## src/rtl/rpg_pkg.sv

```systemverilog
`timescale 1ns / 1ps
`default_nettype none

package rpg_pkg;

  typedef enum logic [3:0] {
    ST_IDLE,
    ST_FILL,
    ST_DRAW,
    ST_MIX,
    ST_MOD,
    ST_READ,
    ST_SWAP_A,
    ST_SWAP_B,
    ST_OUT
  } rpg_state_t;

  localparam logic [63:0] DEFAULT_SEED = 64'h464F_4C44_5345_4544;
  localparam logic [63:0] GOLDEN_INC   = 64'h9E37_79B9_7F4A_7C15;
  localparam logic [63:0] MIX_MUL_A    = 64'hBF58_476D_1CE4_E5B9;
  localparam logic [63:0] MIX_MUL_B    = 64'h94D0_49BB_1331_11EB;

  localparam int unsigned SHIFT_PRE  = 30;
  localparam int unsigned SHIFT_MID  = 27;
  localparam int unsigned SHIFT_POST = 31;

  // multiply sequence: low x low, low x high, high x low, final add
  localparam logic [1:0] PH_LL  = 2'd0;
  localparam logic [1:0] PH_LH  = 2'd1;
  localparam logic [1:0] PH_HL  = 2'd2;
  localparam logic [1:0] PH_SUM = 2'd3;

  // remainder unit: 8 dividend bits per cycle
  localparam int unsigned MOD_BITS  = 8;
  localparam int unsigned MOD_STEPS = 64 / MOD_BITS;
  localparam int unsigned MOD_CNT_W = $clog2(MOD_STEPS);

  localparam logic REG_SEED = 1'b0;

endpackage

`default_nettype wire

```

## src/rtl/random_permutation_generator.sv

```systemverilog
`timescale 1ns / 1ps
`default_nettype none

// Random permutation generator (Fisher-Yates shuffle, splitmix64 draws).
// Command channel: pulse start with length while busy is low. A length of 0
// is dropped; lengths above MAX_LENGTH saturate. Each permutation entry comes
// out on element for one cycle with strobe high, index zero first; last
// marks the final entry. The receiver cannot stall the block.
// Sequence for length n: n fill writes, then n-1 shuffle steps (each: 1 add,
// two passes on one shared 32x32 multiplier, the remainder unit at 8 bits
// per cycle, 1 read, 2 writes on the store), then n output reads. A new
// item is not accepted until the output reads are done and busy is low.
// Seed register at paddr 0 (64-bit); writing it reloads the generator,
// zero selects the built-in default. The generator state carries over
// between items. Reset loads the default seed and idles; the permutation
// store needs no clearing since every item fills it before use.
module random_permutation_generator #(
  parameter int unsigned MAX_LENGTH = 16
) (
  input  wire logic                             clk,
  input  wire logic                             rst,
  input  wire logic                             start,
  output logic                                  busy,
  input  wire logic [$clog2(MAX_LENGTH+1)-1:0]  length,
  output logic                                  strobe,
  output logic      [$clog2(MAX_LENGTH)-1:0]    element,
  output logic                                  last,
  input  wire logic                             psel,
  input  wire logic                             penable,
  input  wire logic                             pwrite,
  input  wire logic [3:0]                       paddr,
  input  wire logic [63:0]                      pwdata,
  output logic      [63:0]                      prdata,
  output logic                                  pready
);
  import rpg_pkg::*;

  localparam int unsigned EW = $clog2(MAX_LENGTH);
  localparam int unsigned LW = $clog2(MAX_LENGTH + 1);

  rpg_state_t state, state_next;

  logic [63:0] seed;
  logic [63:0] rng;
  logic [LW-1:0] n_len;
  logic [LW-1:0] cnt;
  logic [LW-1:0] cnt_dec;
  logic [LW-1:0] n_last;
  logic [LW-1:0] len_sat;

  logic [1:0]  ph;
  logic        pass;
  logic [63:0] mul_a;
  logic [63:0] acc;
  logic [63:0] prod;
  logic [31:0] mul_x;
  logic [31:0] mul_y;
  logic [63:0] mul_b;
  logic [63:0] mix_sum;
  logic [63:0] rng_inc;

  logic [63:0]          rnd;
  logic [LW-1:0]        rem;
  logic [LW-1:0]        rem_new;
  logic [MOD_CNT_W-1:0] mod_cnt;
  logic [EW-1:0]        j_idx;

  logic [EW-1:0] mem [MAX_LENGTH];
  logic          mem_we;
  logic [EW-1:0] mem_waddr;
  logic [EW-1:0] mem_wdata;
  logic          rd_en;
  logic [EW-1:0] rd_addr_a;
  logic [EW-1:0] rd_addr_b;
  logic [EW-1:0] rd_a;
  logic [EW-1:0] rd_b;

  logic accept;
  logic cfg_wr;
  logic fill_end;
  logic out_end;

  assign len_sat  = (length > LW'(MAX_LENGTH)) ? LW'(MAX_LENGTH) : length;
  assign accept   = start && !busy && (len_sat != '0);
  assign cnt_dec  = cnt - LW'(1);
  assign n_last   = n_len - LW'(1);
  assign fill_end = (cnt == n_last);
  assign out_end  = (cnt == n_last);
  assign cfg_wr   = psel && penable && pwrite && pready;
  assign pready   = 1'b1;
  assign prdata   = (paddr[3] == REG_SEED) ? seed : '0;

  assign rng_inc = rng + GOLDEN_INC;
  assign mul_b   = pass ? MIX_MUL_B : MIX_MUL_A;
  assign mul_x   = (ph == PH_HL) ? mul_a[63:32] : mul_a[31:0];
  assign mul_y   = (ph == PH_LH) ? mul_b[63:32] : mul_b[31:0];
  assign mix_sum = acc + {prod[31:0], 32'b0};

  always_comb begin
    logic [LW:0]   t;
    logic [LW-1:0] r;
    r = rem;
    for (int k = 0; k < MOD_BITS; k++) begin
      t = {r, rnd[63-k]};
      if (t >= {1'b0, cnt}) begin
        t = t - {1'b0, cnt};
      end
      r = t[LW-1:0];
    end
    rem_new = r;
  end

  always_comb begin
    state_next = state;
    case (state)
      ST_IDLE:   if (accept) state_next = ST_FILL;
      ST_FILL:   if (fill_end) state_next = (n_len == LW'(1)) ? ST_OUT : ST_DRAW;
      ST_DRAW:   state_next = ST_MIX;
      ST_MIX:    if (ph == PH_SUM && pass) state_next = ST_MOD;
      ST_MOD:    if (mod_cnt == MOD_CNT_W'(MOD_STEPS - 1)) state_next = ST_READ;
      ST_READ:   state_next = ST_SWAP_A;
      ST_SWAP_A: state_next = ST_SWAP_B;
      ST_SWAP_B: state_next = (cnt_dec == LW'(1)) ? ST_OUT : ST_DRAW;
      ST_OUT:    if (out_end) state_next = ST_IDLE;
      default:   state_next = ST_IDLE;
    endcase
  end

  always_comb begin
    busy      = 1'b1;
    mem_we    = 1'b0;
    mem_waddr = cnt[EW-1:0];
    mem_wdata = cnt[EW-1:0];
    rd_en     = 1'b0;
    rd_addr_a = cnt_dec[EW-1:0];
    rd_addr_b = j_idx;
    case (state)
      ST_IDLE: busy = 1'b0;
      ST_FILL: mem_we = 1'b1;
      ST_READ: rd_en = 1'b1;
      ST_SWAP_A: begin
        mem_we    = 1'b1;
        mem_waddr = cnt_dec[EW-1:0];
        mem_wdata = rd_b;
      end
      ST_SWAP_B: begin
        mem_we    = 1'b1;
        mem_waddr = j_idx;
        mem_wdata = rd_a;
      end
      ST_OUT: begin
        rd_en     = 1'b1;
        rd_addr_a = cnt[EW-1:0];
      end
      default: ;
    endcase
  end

  always_ff @(posedge clk) begin
    if (mem_we) begin
      mem[mem_waddr] <= mem_wdata;
    end
    if (rd_en) begin
      rd_a <= mem[rd_addr_a];
      rd_b <= mem[rd_addr_b];
    end
  end

  always_ff @(posedge clk) begin
    if (rst) begin
      state  <= ST_IDLE;
      seed   <= '0;
      rng    <= DEFAULT_SEED;
      strobe <= 1'b0;
      last   <= 1'b0;
      cnt    <= '0;
      n_len  <= '0;
      ph     <= PH_LL;
      pass   <= 1'b0;
    end else begin
      state  <= state_next;
      strobe <= (state == ST_OUT);
      last   <= (state == ST_OUT) && out_end;
      if (cfg_wr && paddr[3] == REG_SEED) begin
        seed <= pwdata;
        rng  <= (pwdata == '0) ? DEFAULT_SEED : pwdata;
      end
      case (state)
        ST_IDLE: begin
          cnt   <= '0;
          n_len <= len_sat;
        end
        ST_FILL: cnt <= fill_end ? ((n_len == LW'(1)) ? '0 : n_len) : cnt + LW'(1);
        ST_DRAW: begin
          rng  <= rng_inc;
          ph   <= PH_LL;
          pass <= 1'b0;
        end
        ST_MIX: begin
          ph <= ph + 2'd1;
          if (ph == PH_SUM) begin
            pass <= 1'b1;
          end
        end
        ST_SWAP_B: cnt <= (cnt_dec == LW'(1)) ? '0 : cnt_dec;
        ST_OUT: if (!out_end) cnt <= cnt + LW'(1);
        default: ;
      endcase
    end
  end

  always_ff @(posedge clk) begin
    case (state)
      ST_DRAW: mul_a <= rng_inc ^ (rng_inc >> SHIFT_PRE);
      ST_MIX: begin
        prod <= 64'(mul_x) * 64'(mul_y);
        case (ph)
          PH_LH:  acc <= prod;
          PH_HL:  acc <= mix_sum;
          PH_SUM: begin
            if (pass) begin
              rnd     <= mix_sum ^ (mix_sum >> SHIFT_POST);
              rem     <= '0;
              mod_cnt <= '0;
            end else begin
              mul_a <= mix_sum ^ (mix_sum >> SHIFT_MID);
            end
          end
          default: ;
        endcase
      end
      ST_MOD: begin
        rem     <= rem_new;
        rnd     <= rnd << MOD_BITS;
        mod_cnt <= mod_cnt + MOD_CNT_W'(1);
        j_idx   <= rem_new[EW-1:0];
      end
      default: ;
    endcase
  end

  assign element = rd_a;

  ap_last_ends: assert property (@(posedge clk) disable iff (rst)
    strobe && last |-> !busy)
    else $error("final element while still busy");

  ap_burst: assert property (@(posedge clk) disable iff (rst)
    strobe && !last |=> strobe)
    else $error("gap inside an output burst");

  ap_accept: assert property (@(posedge clk) disable iff (rst)
    start && !busy && length != '0 |=> busy && !strobe)
    else $error("item accepted but block not busy");

  ap_idle_quiet: assert property (@(posedge clk) disable iff (rst)
    !busy && !$past(busy) |-> !strobe)
    else $error("element strobed while idle");

endmodule

`default_nettype wire

```

## config.mk

```make
export PLATFORM = sky130hd
export DESIGN_NAME = random_permutation_generator
export DESIGN_NICKNAME = d
export VERILOG_FILES = /design/src/rtl/rpg_pkg.sv /design/src/rtl/random_permutation_generator.sv
export SDC_FILE = /design/constraint.sdc
export NUM_CORES = 2
export LEC_CHECK = 0
export ABC_CLOCK_PERIOD_IN_PS = 44500
export BUFFER_PORTS_ARGS = -buffer_cell sky130_fd_sc_hd__buf_2
export CORE_MARGIN = 2
export CORE_UTILIZATION = 45
export CTS_CLUSTER_DIAMETER = 30
export DETAILED_ROUTE_END_ITERATION = 6
export PLACE_DENSITY_LB_ADDON = 0.2
export SYNTH_ARGS = -nofsm -noshare
export SYNTH_HDL_FRONTEND = slang
export SYNTH_SLANG_ARGS = --single-unit
```

## constraint.sdc

```tcl
create_clock -name clk -period 44.5 [get_ports clk]
set_input_delay 2.225 -clock clk [delete_from_list [all_inputs] [get_ports clk]]
set_output_delay 2.225 -clock clk [all_outputs]
set_load 0.02 [all_outputs]
```

# After elaboration in Yosys (flattened, before gate mapping)
# Memory sizes are Yosys's and may differ from the RTL's. A register that Yosys moved wholly into a read port is not among the register bits.
# Index checks and enable logic that the tools add are counted.
[word_totals]
ramBits = 64
word_cells = 146
in_bits = 79
memories = 1
output_inout_bits = 72
regBits = 415
[mem_list]
columns = ["name", "depth", "word_bits", "read_ports", "rd_clocked_by_memory_dff", "write_ports", "line", "text"]
rows = [
  ["mem", 16, 4, 2, 2, 1, "random_permutation_generator.sv:68", "logic [EW-1:0] mem [MAX_LENGTH];"],
]
[classes]
reduce_logical = 23
bitwise = 4
n_addsub = 15
multipliers = 1
mux = 53
n_lt_le_gt_ge = 9
n_eq_ne = 24
[op_table]
columns = ["op", "n"]
rows = [
  ["$mux W64", 8],
  ["$pmux W64 S2", 3],
  ["$mux W5", 15],
  ["$add A64 B64 Y64", 1],
  ["$add A64 B64 Y64 const B", 1],
  ["$logic_not A64 Y1", 1],
  ["$mul A32 B32 Y64", 1],
  ["$mux W32", 2],
  ["$xor A64 B33 Y64", 1],
  ["$xor A64 B34 Y64", 1],
  ["$xor A64 B37 Y64", 1],
  ["$mux W62", 1],
  ["$ge A6 B5 Y1", 8],
  ["$sub A5 B5 Y5", 8],
  ["$pmux W4 S9", 1],
  ["$mux W4", 8],
  ["$pmux W5 S4", 1],
  ["$ne A2 B2 Y1 const B", 9],
  ["$eq A4 B3 Y1 const B", 4],
  ["$pmux W4 S2", 2],
  ["$eq A5 B1 Y1 const B", 2],
  ["$pmux W5 S2", 1],
  ["$sub A5 B1 Y5 const B", 2],
  ["$eq A4 B2 Y1 const B", 2],
  ["other kinds (26)", 45],
]

# Depth between registers and ports, before layout
[logic_depth]
word_depth = 17
depth_mapped = 67
ltp_nobuf = 64

# Worst setup path after synthesis
# No wires, ideal clock.
[synth_path]
path_kind = "register -> register"
start = "reg cnt[1]"
end = "reg j_idx[1], data pin"
path_slack_ns = 30.503
period_less_slack_ns = 13.997
path_buffers = 3
setup_ns = 0.260
path_stages_with_launch = 65
arrival_ns = 13.737
required_time_ns = 44.240
path_cell_list = "dfxtp_1 > clkbuf_1 > inv_1 > fa_1 > a211oi_1 > nor2_1 > nor2_1 > mux2_2 > fa_1 > nand2b_1 > a21oi_1 > o22a_1 > nor2_1 > mux2_2 > fa_1 > nand2b_1 > a21oi_1 > a41o_1 > (+29 left out) > ha_1 > nor2b_1 > o21ai_0 > nand2b_1 > and2_0 > or3_1 > o32ai_1 > or2_1 > buf_2 > a21oi_1 > fa_1 > a21o_1 > a21oi_1 > nand2_1 > a21oi_1 > o31a_1 > buf_6 > mux2_4"
[synth_between]
elab_chain_cells = 16
elab_cells_between_ends = 24
classes_between = "add/sub (8); order compare (8); mux (8)"
[synth_lines]
columns = ["item", "line", "text"]
rows = [
  ["from (decl)", "random_permutation_generator.sv:46", "logic [LW-1:0] cnt;"],
  ["from (signal assigned)", "random_permutation_generator.sv:193", "ST_FILL: cnt <= fill_end ? ((n_len == LW'(1)) ? '0 : n_len) : cnt + LW'(1);"],
  ["from (signal assigned)", "random_permutation_generator.sv:205", "ST_SWAP_B: cnt <= (cnt_dec == LW'(1)) ? '0 : cnt_dec;"],
  ["from (signal assigned)", "random_permutation_generator.sv:206", "ST_OUT: if (!out_end) cnt <= cnt + LW'(1);"],
  ["$sub A5 B5 Y5 or $ge A6 B5 Y1 (tied branches)", "random_permutation_generator.sv:106, random_permutation_generator.sv:105", ""],
  ["$mux W5", "random_permutation_generator.sv:105", "if (t >= {1'b0, cnt}) begin"],
  ["$sub A5 B5 Y5 or $ge A6 B5 Y1 (tied branches)", "random_permutation_generator.sv:106, random_permutation_generator.sv:105", ""],
  ["$mux W5", "random_permutation_generator.sv:105", ""],
  ["$sub A5 B5 Y5 or $ge A6 B5 Y1 (tied branches)", "random_permutation_generator.sv:106, random_permutation_generator.sv:105", ""],
  ["$mux W5", "random_permutation_generator.sv:105", ""],
  ["$sub A5 B5 Y5 or $ge A6 B5 Y1 (tied branches)", "random_permutation_generator.sv:106, random_permutation_generator.sv:105", ""],
  ["$mux W5", "random_permutation_generator.sv:105", ""],
  ["$ge A6 B5 Y1 or $sub A5 B5 Y5 (tied branches)", "random_permutation_generator.sv:105, random_permutation_generator.sv:106", ""],
  ["$mux W5", "random_permutation_generator.sv:105", ""],
  ["$sub A5 B5 Y5 or $ge A6 B5 Y1 (tied branches)", "random_permutation_generator.sv:106, random_permutation_generator.sv:105", ""],
  ["$mux W5", "random_permutation_generator.sv:105", ""],
  ["$ge A6 B5 Y1 or $sub A5 B5 Y5 (tied branches)", "random_permutation_generator.sv:105, random_permutation_generator.sv:106", ""],
  ["$mux W5", "random_permutation_generator.sv:105", ""],
  ["$sub A5 B5 Y5 or $ge A6 B5 Y1 (tied branches)", "random_permutation_generator.sv:106, random_permutation_generator.sv:105", ""],
  ["$mux W5 *", "random_permutation_generator.sv:105", ""],
  ["net rem_new[1]", "random_permutation_generator.sv:64", "logic [LW-1:0] rem_new;"],
  ["to (signal assigned)", "random_permutation_generator.sv:236", "j_idx <= rem_new[EW-1:0];"],
  ["to (decl)", "random_permutation_generator.sv:66", "logic [EW-1:0] j_idx;"],
]
# Mark *: on every way through the listed nets, which the timed path passes. The rest lies on a longest branch.
# A chain may end at the register's enable or synchronous reset.

# Worst setup path in the final report
# Ends and elaborated chain as after synthesis.

==> qor.yml <==
outcome: "finished with violations"
violations: "design-rule violations"
drv_cap: 0
netlist_area_mm2: 0.0551
r2r_start: "cnt[1]"
grt_pass1_vias: 40600
vias: 39700
initial_utilization_pct: 45.3
grt_max_degree: 88
rr_worst_depth: 62
drt_first_pass_iters: 7
setup_viol: 0
hold_violations: 0
slew_headroom_pct: 19.4
chipHeight_um: 354
yosys.area.top_type_share_pct: 30.6
synthFlopType: "edfxtp_1"
crit_top_cell: "a21oi_1"
area_growth_pct: 10.1
clk_pin_slew_ns: 0.06
ant_nets: 0
reg2reg_to: "j_idx[1]"
ys_warn_count: 0
yosysSeqAreaShare_pct: 23.9
cts_inserted_buffers: 80
holdBufCountCts: 0
cts_root_buffer: "clkbuf_16"
crit_slowest_cell: "o21ai_0"
grt_overflow: 0
dp_hpwl_um: 133000
hold_path_class: "reg -> reg"
htreeDepth: 3
yosys-top-cells-area: "fa_1 31%, edfxtp_1 19%, ha_1 9.3%"
cts_tree: "built"
tns_ns: 0
cp-end-kind: "flip-flop"
critical_path_class: "reg -> reg"
syn_inst: 5442
clock_latency_ns: 0.66
core_mm2: 0.122
die-area_mm2: 0.125
synth_area_leader_cell: "fa_1"
synth-edff-count: 340
timing.final.crit_period_ns: 16.07
antenna_found_initial: 3
reg2reg_slack_ns: 28.43
routedWlPerCell_um: 23.1
antenna_cells: 0
syn_area_per_cell_um2: 10.1
ys_seq_elements: 487
syn_nets: 6773
fin_skew_ns: 0.0450
crit_path_max_incr_delay_ns: 0.58
arrival_ns: 16.45
fin_nets: 6874
via_per_inst: 5.49
clock_sinks: 487
gp_congestion: 0.950
grt_pass1_wl_um: 253000
fmax_mhz: 62.2
die_w_um: 354
num_rows: 128
hp-start: "seed[14]"
cts_resized: 0
rsz0062_at_grt: "no"
wl_um: 167000
drtIter0Drc: 3750
ys_types: 94
min_to: "seed[14]"
cts_setup_buffers: 0
async_flop_share_pct: 0
critical_path_required_ns: 44.88
start_kind: "flip-flop"
drive_above_1_share_pct: 9.12
drc: 1
io_buffers: 146
fin_crit_sh_pct: 36.1
tightest_slew_ns: 1.20
worst-path-max-fanout: 16
slew_viol_final: 0
cts_max_path_buffers: 3
boundaryPins: 151
min_path_cells: 2
grt_usage_pct: 26.8
==> area by class of cell <==
type / instances / area [um2]
sequential: 487 / 13200
clock buffer: 81 / 2010
multi-input combinational: 3821 / 37700
clock inverter: 69 / 943
inverter: 936 / 3520
fill: 11300 / 60900
timing repair buffer: 217 / 1270
tap: 1625 / 2030
==> through the flow <==
stage               cells  utilization, %  hold WS (ns)  setup slack [ns]  instance area (um2)
floorplan            5442               -         0.432             30.50                55100
global placement     7086            47.5         0.437             28.63                57700
detailed placement   7086            47.5         0.442             28.46                57700
CTS                  7236            49.9         0.450             28.44                60700
global route         7236            49.9         0.464             27.26                60700
finish               7236            49.9         0.446             28.43                60700
==> worst max-delay path, delay by kind of cell, from the launching register on <==
family,cells,cell delay (ns)
AO/OA/AOI/OAI,23,5.72
buffers and inverters,5,0.86
AND/OR/NAND/NOR,19,3.44
multiplexers,7,2.47
flip-flops,1,0.30
adder cells (fa/ha/maj),8,3.01
==> cells in the mapped netlist, types with 9 or more instances <==
cell / count
a211oi_1: 12
a21oi_1: 260
a22oi_1: 14
or2_2: 16
o211ai_1: 22
nor3_1: 38
nand3_1: 39
and3_1: 18
clkbuf_1: 176
dfxtp_1: 147
nand4_1: 21
mux2i_1: 57
nor2b_1: 166
o21a_1: 17
o21bai_1: 15
a221oi_1: 15
xnor2_1: 193
nand2_1: 479
ha_1: 410
fa_1: 842
a31oi_1: 20
a21o_1: 64
nand2b_1: 60
xor2_1: 85
or3_1: 21
a21boi_0: 9
o21ai_0: 159
o221ai_1: 13
mux2_2: 46
buf_1: 17
nor2_1: 430
mux4_2: 40
nor4_1: 27
inv_1: 933
edfxtp_1: 340
and2_1: 77
==> cells by family after synthesis <==
group                    Yosys count  share of synthesized area, %
adder cells (fa/ha/maj)         1252                          39.9
AO/OA/AOI/OAI                    711                          8.02
other                              1                       0.00681
AND/OR/NAND/NOR                 1425                          12.0
multiplexers                     150                          3.81
buffers and inverters           1134                          7.76
XOR/XNOR                         282                          4.59
flip-flops                       487                          23.9
==> sequential cells by signal (all words and copies together) (netlist names), 5 cells and up <==
signal	flops
acc	64
mem	64
mul_a	64
prod	64
rnd	64
rng	64
seed	64
cnt	5
n_len	5
rem	5
==> worst max path at each step <==
stage	start	endpoint	slack, ns	cells past startpoint
floorplan	cnt[1]	j_idx[1]	30.50	64
global placement	cnt[1]	rem[1]	28.63	62
detailed placement	cnt[1]	rem[1]	28.46	62
CTS	cnt[1]	j_idx[1]	28.44	62
global route	cnt[1]	rem[1]	27.26	62
finish	cnt[1]	j_idx[1]	28.43	62
==> layer usage <==
| layer | routed length, um | share of wire, % | GRT usage (%) |
|---|---|---|---|
| met5 | 13 | 0.0078 | 0 |
| met4 | 4290 | 2.6 | 7.03 |
| met3 | 14500 | 8.7 | 4.92 |
| met2 | 80300 | 48 | 44.8 |
| met1 | 68200 | 41 | 36.0 |
==> cells in the final DEF (no fill, tap or decap), types with 85 or more instances in the layout <==
| master | count |
|---|---|
| nor2_1 | 427 |
| a21oi_1 | 259 |
| fa_1 | 842 |
| inv_1 | 932 |
| xnor2_1 | 193 |
| o21ai_0 | 158 |
| edfxtp_1 | 340 |
| buf_2 | 145 |
| xor2_1 | 85 |
| dfxtp_1 | 147 |
| ha_1 | 405 |
| nand2_1 | 477 |
| nor2b_1 | 166 |
Power is left out: the tool's default activity adds up to more than one toggle a clock period on the data nets, which glitch-free logic cannot reach.
